$ cat config.mk
export PLATFORM = sky130hd
export DESIGN_NAME = lz77_escape_decompressor
export DESIGN_NICKNAME = d
export VERILOG_FILES = /design/src/rtl/lz77esc_pkg.sv /design/src/rtl/lz77esc_ctrl.sv /design/src/rtl/lz77esc_dp.sv /design/src/rtl/lz77_escape_decompressor.sv
export SDC_FILE = /design/constraint.sdc
export NUM_CORES = 1
export LEC_CHECK = 0
export BUFFER_PORTS_ARGS = -buffer_cell sky130_fd_sc_hd__buf_2
export CAP_MARGIN = 40
export CELL_PAD_IN_SITES_DETAIL_PLACEMENT = 1
export CELL_PAD_IN_SITES_GLOBAL_PLACEMENT = 2
export CORE_UTILIZATION = 50
export DETAILED_ROUTE_END_ITERATION = 10
export PLACE_DENSITY = 0.88
export SKIP_LAST_GASP = 1
export SLEW_MARGIN = 20
export SYNTH_ARGS = -nofsm -noshare
export SYNTH_HDL_FRONTEND = slang
export SYNTH_SLANG_ARGS = --single-unit
$ cat constraint.sdc
create_clock -name clock -period 16.1 [get_ports clock]
set_input_delay 3.22 -clock clock [delete_from_list [all_inputs] [get_ports clock]]
set_output_delay 3.22 -clock clock [all_outputs]
set_load 0.01 [all_outputs]
$ cat src/rtl/lz77esc_pkg.sv
`timescale 1ns / 1ps
package lz77esc_pkg;

   localparam int BYTE_W = 8;
   localparam int LEN_W  = 7;
   localparam int CSR_IDX_W = 2;
   localparam int CSR_DATA_W = 8;

   // largest copy length the hardware ever runs, whatever the register says
   localparam logic [LEN_W-1:0] COPY_CAP = 7'd80;

   localparam logic [BYTE_W-1:0] END_CODE      = 8'h00;
   localparam logic [BYTE_W-1:0] ESCAPE_RESET  = 8'h40;
   localparam logic [BYTE_W-1:0] BIAS_RESET    = 8'h20;
   localparam logic [LEN_W-1:0]  LONGEST_RESET = 7'd80;

   localparam logic [CSR_IDX_W-1:0] CSR_ESCAPE_CODE  = 2'd0;
   localparam logic [CSR_IDX_W-1:0] CSR_FIELD_BIAS   = 2'd1;
   localparam logic [CSR_IDX_W-1:0] CSR_LONGEST_COPY = 2'd2;

   localparam logic [1:0] FAULT_NONE   = 2'd0;
   localparam logic [1:0] FAULT_OFFSET = 2'd1;
   localparam logic [1:0] FAULT_LENGTH = 2'd2;

   typedef struct packed {
      logic       push_lit;
      logic       save_offset;
      logic       start_copy;
      logic       emit_fault;
      logic [1:0] fault_code;
      logic       read_issue;
      logic       commit;
   } cmd_type;

   typedef struct packed {
      logic code_zero;
      logic code_escape;
      logic off_bad;
      logic len_bad;
      logic len_zero;
      logic out_free;
      logic pair_done;
      logic last_byte;
   } status_type;

endpackage

$ cat src/rtl/lz77esc_ctrl.sv
`timescale 1ns / 1ps
module lz77esc_ctrl (
   input  logic                    clock,
   input  logic                    reset,
   input  logic                    req_tvalid,
   output logic                    req_tready,
   input  lz77esc_pkg::status_type status,
   output lz77esc_pkg::cmd_type    cmd
);

   typedef enum logic [4:0] {
      ST_IDLE    = 5'b00001,
      ST_OFFSET  = 5'b00010,
      ST_LENGTH  = 5'b00100,
      ST_COPY_RD = 5'b01000,
      ST_COPY_WR = 5'b10000
   } state_type;

   state_type state_ff;
   state_type state_in;
   logic      accept;

   assign req_tready = ((state_ff == ST_IDLE) || (state_ff == ST_OFFSET) ||
                        (state_ff == ST_LENGTH)) && status.out_free;
   assign accept = req_tvalid && req_tready;

   always_comb begin
      state_in = state_ff;
      cmd = '0;
      cmd.fault_code = lz77esc_pkg::FAULT_NONE;
      case (state_ff)
         ST_IDLE: begin
            if (accept && !status.code_zero) begin
               if (status.code_escape) begin
                  state_in = ST_OFFSET;
               end else begin
                  cmd.push_lit = 1'b1;
               end
            end
         end
         ST_OFFSET: begin
            if (accept) begin
               if (status.code_zero) begin
                  state_in = ST_IDLE;
               end else begin
                  cmd.save_offset = 1'b1;
                  state_in = ST_LENGTH;
               end
            end
         end
         ST_LENGTH: begin
            if (accept) begin
               state_in = ST_IDLE;
               if (!status.code_zero) begin
                  if (status.off_bad) begin
                     cmd.emit_fault = 1'b1;
                     cmd.fault_code = lz77esc_pkg::FAULT_OFFSET;
                  end else if (status.len_bad) begin
                     cmd.emit_fault = 1'b1;
                     cmd.fault_code = lz77esc_pkg::FAULT_LENGTH;
                  end else if (!status.len_zero) begin
                     cmd.start_copy = 1'b1;
                     state_in = ST_COPY_RD;
                  end
               end
            end
         end
         ST_COPY_RD: begin
            cmd.read_issue = 1'b1;
            state_in = ST_COPY_WR;
         end
         ST_COPY_WR: begin
            // a finished pair waits here until the output register frees up
            if (!status.pair_done || status.out_free) begin
               cmd.commit = 1'b1;
               state_in = status.last_byte ? ST_IDLE : ST_COPY_RD;
            end
         end
         default: begin
            state_in = ST_IDLE;
         end
      endcase
   end

   always_ff @(posedge clock) begin
      if (reset) begin
         state_ff <= ST_IDLE;
      end else begin
         state_ff <= state_in;
      end
   end

endmodule

$ cat src/rtl/lz77esc_dp.sv
`timescale 1ns / 1ps
module lz77esc_dp #(
   parameter int HISTORY_DEPTH = 128
) (
   input  logic                                     clock,
   input  logic                                     reset,
   input  logic                                     csr_we,
   input  logic [lz77esc_pkg::CSR_IDX_W-1:0]        csr_index,
   input  logic [lz77esc_pkg::CSR_DATA_W-1:0]       csr_wdata,
   input  logic [lz77esc_pkg::BYTE_W-1:0]           code_byte,
   input  lz77esc_pkg::cmd_type                     cmd,
   output lz77esc_pkg::status_type                  status,
   input  logic                                     rsp_tready,
   output logic                                     rsp_valid,
   output logic [lz77esc_pkg::BYTE_W-1:0]           rsp_first,
   output logic [lz77esc_pkg::BYTE_W-1:0]           rsp_second,
   output logic                                     rsp_second_valid,
   output logic                                     rsp_last,
   output logic [1:0]                               rsp_fault
);

   localparam int PTR_W  = $clog2(HISTORY_DEPTH);
   localparam int FILL_W = $clog2(HISTORY_DEPTH + 1);
   localparam int CMP_W  = (PTR_W + 1 > 9) ? PTR_W + 1 : 9;
   localparam logic [PTR_W:0]    DEPTH_EXT  = (PTR_W + 1)'(HISTORY_DEPTH);
   localparam logic [PTR_W-1:0]  PTR_LAST   = PTR_W'(HISTORY_DEPTH - 1);
   localparam logic [FILL_W-1:0] FILL_FULL  = FILL_W'(HISTORY_DEPTH);
   localparam logic [CMP_W-1:0]  DEPTH_CMP  = CMP_W'(HISTORY_DEPTH);

   localparam int BW = lz77esc_pkg::BYTE_W;
   localparam int LW = lz77esc_pkg::LEN_W;

   // configuration
   logic [BW-1:0] escape_ff;
   logic [BW-1:0] bias_ff;
   logic [LW-1:0] longest_ff;

   // history ring
   logic [BW-1:0]     history_ff [HISTORY_DEPTH];
   logic [PTR_W-1:0]  ptr_ff, ptr_in, ptr_next;
   logic [FILL_W-1:0] fill_ff, fill_in;
   logic              wr_en;
   logic [BW-1:0]     wr_data;
   logic [PTR_W-1:0]  rd_addr;
   logic [BW-1:0]     rd_data_ff;
   logic              rd_ok_ff;

   // parse and copy state
   logic [BW-1:0]    held_offset_ff;
   logic [PTR_W-1:0] off_ff;
   logic [LW-1:0]    remain_ff;
   logic             half_ff;
   logic [BW-1:0]    first_hold_ff;

   // output register
   logic          out_valid_ff;
   logic [BW-1:0] out_first_ff;
   logic [BW-1:0] out_second_ff;
   logic          out_second_valid_ff;
   logic          out_last_ff;
   logic [1:0]    out_fault_ff;

   logic [BW-1:0]    off_diff;
   logic [CMP_W-1:0] off_wide;
   logic [BW-1:0]    len_diff;
   logic [LW-1:0]    limit;
   logic [BW-1:0]    copy_byte;
   logic             pair_done;
   logic             out_free;
   logic [PTR_W:0]   wrap_sum;

   assign off_diff = held_offset_ff - bias_ff;
   assign off_wide = CMP_W'(off_diff);
   assign len_diff = code_byte - bias_ff;
   assign limit    = (longest_ff > lz77esc_pkg::COPY_CAP) ? lz77esc_pkg::COPY_CAP : longest_ff;

   assign out_free  = !out_valid_ff || rsp_tready;
   assign pair_done = half_ff || (remain_ff == LW'(1));
   assign copy_byte = rd_ok_ff ? rd_data_ff : '0;

   always_comb begin
      status.code_zero   = (code_byte == lz77esc_pkg::END_CODE);
      status.code_escape = (code_byte == escape_ff);
      status.off_bad     = (held_offset_ff < bias_ff) || (off_wide >= DEPTH_CMP);
      status.len_bad     = (code_byte < bias_ff) || (len_diff > {1'b0, limit});
      status.len_zero    = (code_byte == bias_ff);
      status.out_free    = out_free;
      status.pair_done   = pair_done;
      status.last_byte   = (remain_ff == LW'(1));
   end

   // ring arithmetic: slot of the offset-th newest byte, and the next free slot
   assign wrap_sum = {1'b0, ptr_ff} + DEPTH_EXT - {1'b0, off_ff};
   assign rd_addr  = (ptr_ff >= off_ff) ? (ptr_ff - off_ff) : wrap_sum[PTR_W-1:0];
   assign ptr_next = (ptr_ff == PTR_LAST) ? '0 : ptr_ff + PTR_W'(1);

   assign wr_en   = cmd.push_lit || cmd.commit;
   assign wr_data = cmd.push_lit ? code_byte : copy_byte;
   assign ptr_in  = wr_en ? ptr_next : ptr_ff;
   assign fill_in = (wr_en && (fill_ff != FILL_FULL)) ? fill_ff + FILL_W'(1) : fill_ff;

   always_ff @(posedge clock) begin
      if (wr_en) begin
         history_ff[ptr_next] <= wr_data;
      end
      if (cmd.read_issue) begin
         rd_data_ff <= history_ff[rd_addr];
         // slots never written since reset read as zero
         rd_ok_ff   <= (FILL_W'(off_ff) < fill_ff);
      end
   end

   always_ff @(posedge clock) begin
      if (reset) begin
         escape_ff      <= lz77esc_pkg::ESCAPE_RESET;
         bias_ff        <= lz77esc_pkg::BIAS_RESET;
         longest_ff     <= lz77esc_pkg::LONGEST_RESET;
         ptr_ff         <= '0;
         fill_ff        <= '0;
         held_offset_ff <= '0;
         half_ff        <= 1'b0;
         remain_ff      <= '0;
         out_valid_ff   <= 1'b0;
      end else begin
         if (csr_we) begin
            case (csr_index)
               lz77esc_pkg::CSR_ESCAPE_CODE:  escape_ff  <= csr_wdata;
               lz77esc_pkg::CSR_FIELD_BIAS:   bias_ff    <= csr_wdata;
               lz77esc_pkg::CSR_LONGEST_COPY: longest_ff <= csr_wdata[LW-1:0];
               default: ;
            endcase
         end
         ptr_ff  <= ptr_in;
         fill_ff <= fill_in;
         if (cmd.save_offset) begin
            held_offset_ff <= code_byte;
         end
         if (cmd.start_copy) begin
            remain_ff <= len_diff[LW-1:0];
            half_ff   <= 1'b0;
         end else if (cmd.commit) begin
            remain_ff <= remain_ff - LW'(1);
            half_ff   <= !pair_done;
         end
         if (cmd.push_lit || cmd.emit_fault || (cmd.commit && pair_done)) begin
            out_valid_ff <= 1'b1;
         end else if (rsp_tready) begin
            out_valid_ff <= 1'b0;
         end
      end
   end

   always_ff @(posedge clock) begin
      if (cmd.start_copy) begin
         off_ff <= off_wide[PTR_W-1:0];
      end
      if (cmd.commit && !pair_done) begin
         first_hold_ff <= copy_byte;
      end
      if (cmd.push_lit) begin
         out_first_ff        <= code_byte;
         out_second_ff       <= '0;
         out_second_valid_ff <= 1'b0;
         out_last_ff         <= 1'b1;
         out_fault_ff        <= lz77esc_pkg::FAULT_NONE;
      end else if (cmd.emit_fault) begin
         out_first_ff        <= '0;
         out_second_ff       <= '0;
         out_second_valid_ff <= 1'b0;
         out_last_ff         <= 1'b1;
         out_fault_ff        <= cmd.fault_code;
      end else if (cmd.commit && pair_done) begin
         if (half_ff) begin
            out_first_ff        <= first_hold_ff;
            out_second_ff       <= copy_byte;
            out_second_valid_ff <= 1'b1;
         end else begin
            out_first_ff        <= copy_byte;
            out_second_ff       <= '0;
            out_second_valid_ff <= 1'b0;
         end
         out_last_ff  <= (remain_ff == LW'(1));
         out_fault_ff <= lz77esc_pkg::FAULT_NONE;
      end
   end

   assign rsp_valid        = out_valid_ff;
   assign rsp_first        = out_first_ff;
   assign rsp_second       = out_second_ff;
   assign rsp_second_valid = out_second_valid_ff;
   assign rsp_last         = out_last_ff;
   assign rsp_fault        = out_fault_ff;

endmodule

$ cat src/rtl/lz77_escape_decompressor.sv
`timescale 1ns / 1ps
// channel   direction  signals                       payload
// req       in         req_tvalid/tready/tdata[7:0]  code_byte
// rsp       out        rsp_tvalid/tready/tdata[15:0] first_byte, second_byte
//                      rsp_tuser[2:0], rsp_tlast     second_valid, fault; run_last
// csr       in         csr_we/index[1:0]/wdata[7:0]  escape_code, field_bias, longest_copy
//
// literal, escape, offset and length bytes take one cycle each while the output
// register is free; a copy of n bytes does one history read and one
// history write per byte through the single memory port, results every two bytes.
// reset is synchronous; a fill count makes unwritten history read as zero, so no
// clearing pass is needed. a stalled result holds the copy sequencer in place.
module lz77_escape_decompressor #(
   parameter int HISTORY_DEPTH = 128
) (
   input  logic        clock,
   input  logic        reset,
   input  logic        req_tvalid,
   output logic        req_tready,
   input  logic [7:0]  req_tdata,    // [7:0] code_byte
   output logic        rsp_tvalid,
   input  logic        rsp_tready,
   output logic [15:0] rsp_tdata,    // [7:0] first_byte, [15:8] second_byte
   output logic [2:0]  rsp_tuser,    // [0] second_valid, [2:1] fault
   output logic        rsp_tlast,
   input  logic        csr_we,
   input  logic [1:0]  csr_index,
   input  logic [7:0]  csr_wdata
);

   lz77esc_pkg::cmd_type    cmd;
   lz77esc_pkg::status_type status;

   logic [7:0] first_byte;
   logic [7:0] second_byte;
   logic       second_valid;
   logic [1:0] fault;

   lz77esc_ctrl u_ctrl (
      .clock      (clock),
      .reset      (reset),
      .req_tvalid (req_tvalid),
      .req_tready (req_tready),
      .status     (status),
      .cmd        (cmd)
   );

   lz77esc_dp #(
      .HISTORY_DEPTH (HISTORY_DEPTH)
   ) u_dp (
      .clock            (clock),
      .reset            (reset),
      .csr_we           (csr_we),
      .csr_index        (csr_index),
      .csr_wdata        (csr_wdata),
      .code_byte        (req_tdata),
      .cmd              (cmd),
      .status           (status),
      .rsp_tready       (rsp_tready),
      .rsp_valid        (rsp_tvalid),
      .rsp_first        (first_byte),
      .rsp_second       (second_byte),
      .rsp_second_valid (second_valid),
      .rsp_last         (rsp_tlast),
      .rsp_fault        (fault)
   );

   assign rsp_tdata = {second_byte, first_byte};
   assign rsp_tuser = {fault, second_valid};

endmodule

* After elaboration in Yosys (flattened, before gate mapping)
Memory sizes are Yosys's and may differ from the RTL's. A register that Yosys moved wholly into a read port is not among the register bits. Index checks and enable logic that the tools add are counted.
Word-level totals: output and inout bits 22, RAM bits 1024, register bits after elaboration 96, bits in latches 0, memories 1, bits in read-only memories 0
Memories:
- u_dp.history_ff | words 128, bits a word 8, rd ports 1, clocked after memory_dff 1, wr ports 1, RTL line lz77esc_dp.sv:39 | logic [BW-1:0] history_ff [HISTORY_DEPTH];
Cells by class: div/mod/pow operators 0, add/sub/neg operators 8, eq/ne operators 17, reduce and logical (&&, ||, !) cells 31, muxes and demuxes 48, order comparisons 7, shift-type cells 0, multipliers 0, bitwise logic cells 0
Operators with widths (count):
- 8-bit two-way mux | 7
- 5-bit two-way mux | 7
- 7-bit two-way mux | 5
- 5-bit one-hot mux with 5 select lines | 1
- 4-bit two-way mux | 6
- 1-bit two-way mux | 17
- 8-bit == test | 2
- 8-bit < comparator | 2
- 8-bit subtractor | 2
- 7-bit by 1-bit adder with 7-bit output (second input constant) | 2
- 7-bit subtractor | 2
- 1-bit logical OR | 10
- 3-bit two-way mux | 3
- 8-bit by 1-bit adder with 8-bit output (second input constant) | 1
- 8-bit greater-or-equal comparator (second input constant) | 1
- 8-bit by 7-bit greater-than comparator with 1-bit output | 1
- 8-bit zero test | 1
- 7-bit by 8-bit < comparator with 1-bit output | 1
- 8-bit inequality test (second input constant) | 1
- 7-bit by 1-bit == test with 1-bit output (second input constant) | 1
- 7-bit == test (second input constant) | 1
- 7-bit greater-or-equal comparator | 1
- 7-bit greater-than comparator (second input constant) | 1
- 7-bit by 1-bit subtractor with 7-bit output (second input constant) | 1
- other kinds (18) | 34

* Logic depth before layout (Yosys ltp)
depth in word-level cells 12, gate-level depth with buffers 17, depth with buffers taken out 16

* Cells and area by module
A second synthesis with hierarchy kept.
Second synthesis, totals: cells, all modules 2467, area, all modules 45798.9 µm²
By module, submodules not included:
- lz77esc_dp | sequential area each 33051.7 µm², instances 1, cells an instance 2403, area an instance 45292.2 µm²
- lz77esc_ctrl | sequential area each 100.1 µm², instances 1, cells an instance 63, area an instance 499.2 µm²
- lz77_escape_decompressor | sequential area each 0.0 µm², instances 1, cells an instance 1, area an instance 7.5 µm²

* Worst setup path before layout
No wires, ideal clock.
path kind in2reg, start in req_tdata[7], end mem u_dp.history_ff[0][0] (netlist bit) (data pin), setup time 1.197 ns, stages 7, required time 14.903 ns, arrival 9.279 ns, setup slack 5.624 ns, buffers on the path 2, cells stage by stage nor4_1 > nand2_1 > or3b_1 > buf_2 > nor2_4 > clkbuf_1 > o21ai_0
On the way: word-level cells in the longest chain between the ends 6, elaborated cells between the ends (all ways) 8, those cells by class eq/ne (1); mux (4); reduce/logical (3)
RTL lines:
- start: declaration | RTL line lz77_escape_decompressor.sv:20 | input logic [7:0] req_tdata,
- 8-bit zero test | RTL line lz77esc_dp.sv:82 | status.code_zero = (code_byte == lz77esc_pkg::END_CODE);
- 1-bit zero test | RTL line lz77esc_ctrl.sv:33 | if (accept && !status.code_zero) begin
- 1-bit logical AND | RTL line lz77esc_ctrl.sv:33
- 1-bit two-way mux (*) | RTL line lz77esc_ctrl.sv:33
- 1-bit two-way mux (*) | RTL line lz77esc_ctrl.sv:31 | case (state_ff)
- 8-bit two-way mux (*) | RTL line lz77esc_dp.sv:98 | assign wr_data = cmd.push_lit ? code_byte : copy_byte;
- net u_dp.wr_data[0] | RTL line lz77esc_dp.sv:43 | logic [BW-1:0] wr_data;
- end: declaration | RTL line lz77esc_dp.sv:39
The timed path passes the listed nets; every way through them passes the cells marked *.

* Worst setup path after layout
start in rsp_tready, end out req_tready
On the way: word-level cells in the longest chain between the ends 2
RTL lines:
- start: declaration | RTL line lz77_escape_decompressor.sv:22 | input logic rsp_tready,
- 1-bit logical OR | RTL line lz77esc_dp.sv:77 | assign out_free = !out_valid_ff || rsp_tready;
- 1-bit logical AND | RTL line lz77esc_ctrl.sv:24 | (state_ff == ST_LENGTH)) && status.out_free;
- end: declaration | RTL line lz77_escape_decompressor.sv:19 | output logic req_tready,
No other way between the ends.

==> reports/metrics.csv <==
stage,metric,value,unit
routing,drt_iter0_drc,2316,
critical_path,slowest_delay,0.20,ns
routing,post_drt_wl_per_cell,30.7,um
routing,remaining_drc_errors,0,
clock_network,holdBufCountCts,0,
synth,netlist_area,45500,sq um
pwr,vdd_drop_max,87.6,uV
timing,max_clock_freq,0.144,GHz
clock_network,cts.path.max_buffers,3,
timing,fin_crit_sh,0.432,
synth,synth_cells,2304,
die,die_h,304,um
timing,fin_setup_tns,0,ns
critical_path,cp.required,12.88,ns
synth,synth_seq_cells,1128,
die,die_x,304,um
timing,drv_slew,0,
critical_path,cp_cell_sequence,buf_2 -> nor2b_1 -> nor2_1 -> buf_2,
die,start_util,0.505,
critical_path,worst_path_most_repeated_cell,buf_2,
place,dp_hpwl,69.5,mm
critical_path,slowest_stage,nor2b_1,
synth,synth_edf_count,1056,
timing,rsz0062_at_grt,false,
grt,antenna_found_initial,0,
clock_network,post-cts-setup-buffers,0,
grt,grt_pass1_wl,166,mm
final_layout,syn2layout_area_growth,12.3,%
routing,drtAntennaViolNets,0,
final_layout,final_nets,2484,
clock_network,path_clk_slew,0.06,ns
clock_network,cts-resized-gates,0,
synth,ys_warn_count,0,
critical_path,endpoint_kind,output pin,
clock_network,htree_levels,3,
worst_hold_path,min_path_type,flop to flop,
timing,worst_pin_slew,1.06,ns
clock_network,clock-root-buffer,clkbuf_16,
timing,clock-skew-final,0.0247,ns
place,portBuffers,44,
synth,synthArstFlopShare,0,
synth,ys_seq_area_frac,0.729,
timing,finalWorstPathRequiredPeriod,6.95,ns
synth,yosys_most_used_dff,edfxtp_1,
timing,finalHoldViolCount,0,
synth,syn_avg_cell_area,19.7,sq um
critical_path,reg2reg_depth,9,
grt,grt_pass1_vias,24300,
clock_network,clkLatencyLatePin,0.69,ns
timing,setup_viol,0,
final_layout,n_antenna_cell,0,
routing,routed_via_density,6.33,
die,rows,110,
clock_network,cts_inserted_buffers,111,
final_layout,drive_above_1_share,0.242,
routing,wl,113,mm
pwr,leakage,0.0164,uW
pwr,power_density,125,nW/um^2
timing,hold_slack,0.457,ns
die,ios,45,
critical_path,cp-start-kind,input port,
die,coreArea,90000,sq um
synth,synth.net_count,2370,
grt,grt_overflow,0,
routing,first_pass_iters,5,
critical_path,cp.arrival,3.73,ns
timing,relSlewSlack,0.294,
synth,ys_types,70,
die,dieArea,92200,sq um
clock_network,clock-sinks,1128,
job,max_cap_violations,0,
critical_path,cp_max_fo,3,
critical_path,critPathKind,input port to output pin,
grt,grt_max_degree,110,
routing,vias,23300,
run_status,status,"finished, final reports clean",
worst_hold_path,worstHoldPathCells,2,
place,routabilityCongestion,0.849,
grt,grt_usage,0.249,
clock_network,cts_tree,yes,
-- sequential cells by signal, summed over array words and instances, names as in the netlist --
register               count
u_dp.history_ff         1024
u_dp.bias_ff               8
u_dp.escape_ff             8
u_dp.fill_ff               8
u_dp.first_hold_ff         8
u_dp.held_offset_ff        8
u_dp.rd_data_ff            8
u_dp.rsp_first             8
u_dp.rsp_second            8
u_dp.longest_ff            7
u_dp.off_ff                7
u_dp.ptr_ff                7
u_dp.remain_ff             7
u_ctrl.state_ff            5
u_dp.rsp_fault             2
u_dp.half_ff               1
u_dp.rd_ok_ff              1
u_dp.rsp_last              1
u_dp.rsp_second_valid      1
u_dp.rsp_valid             1
-- where the power goes --
part	total (uW)	switching, uW	internal (uW)
logic	586	346	240
clock network	2540	1090	1460
registers	3250	6.50	3240
-- worst max-delay path, delay by kind of cell --
family                 cells  cell delay (ns)
buffers and inverters      2             0.25
AND/OR/NAND/NOR            2             0.26
-- synth_stat cells (22+ instances only) --
cell	number	share of area
dfxtp_1	72	0.032
mux4_2	320	0.16
nor2_1	216	0.018
nand3_1	22	0.0024
xnor2_1	22	0.0042
a21oi_1	37	0.0041
mux2i_1	65	0.014
nand2_1	78	0.0064
edfxtp_1	1056	0.70
clkbuf_1	48	0.0040
o21ai_0	29	0.0032
ha_1	40	0.011
inv_1	44	0.0036
buf_2	41	0.0045
-- path summary, 6_finish.rpt --
path | startpoint | slack (ns) | to
worst max-delay path | rsp_tready | 9.15 | req_tready
worst min-delay path | u_dp.rsp_second_valid | 0.46 | u_dp.rsp_second_valid
worst max register to register | u_dp.ptr_ff[0] | 10.59 | u_dp.rd_data_ff[2]
worst min register to register | u_dp.rsp_second_valid | 0.46 | u_dp.rsp_second_valid
-- kinds of logic (layout without fill, tap and decap cells) --
family / count (synthesis) / after routing / share of synthesized area
adders and majority gates: 43 / 43 / 0.0123
xor gates and xnor gates: 44 / 44 / 0.00880
DFF: 1128 / 1128 / 0.729
AOI/OAI and AO/OA: 154 / 154 / 0.0232
buffers and inverters: 152 / 356 / 0.0152
muxes: 385 / 385 / 0.173
and+or+nand+nor: 398 / 398 / 0.0386
-- cells in the final DEF, fill, tap and decap left out, drive strengths merged, types with 38 or more instances in the layout --
| cell | netlist | final |
|---|---|---|
| clkbuf | 48 | 151 |
| nor2 | 218 | 218 |
| dfxtp | 72 | 72 |
| buf | 60 | 109 |
| mux2i | 65 | 65 |
| nand2 | 78 | 78 |
| mux4 | 320 | 320 |
| inv | 44 | 45 |
| clkinv | 0 | 42 |
| a21oi | 38 | 38 |
| edfxtp | 1056 | 1056 |
| ha | 40 | 40 |
-- metrics by stage --
stage          instances  worst slack (ns)  utilization  total power, uW  area (sq um)
3_5_place_dp        3467              8.73        0.526             3890         47300
2_1_floorplan       2304              5.62            -             3700         45500
5_1_grt             3684              9.07        0.567             6530         51000
4_1_cts             3670              9.13        0.565             6410         50900
3_3_place_gp        3452              8.80        0.523             3860         47100
6_report            3684              9.15        0.567             6380         51000
-- per-layer routing --
metal  track usage  vias up  part of all wire
li1              -     9621                 -
met1         0.353    12500              0.41
met2         0.406     1027              0.49
met3        0.0350      193             0.066
met4        0.0767        0             0.030
met5             0        -                 0
-- layout make-up --
type	count	area, sq um
Clock inverter	52	458
Inverter	44	165
Timing Repair Buffer	109	945
Tap cell	1176	1470
Sequential cell	1128	33200
Fill cell	7813	39000
Multi-Input combinational cell	1024	11800
Clock buffer	151	3070
No activity file was read; power rests on OpenSTA's default activity.
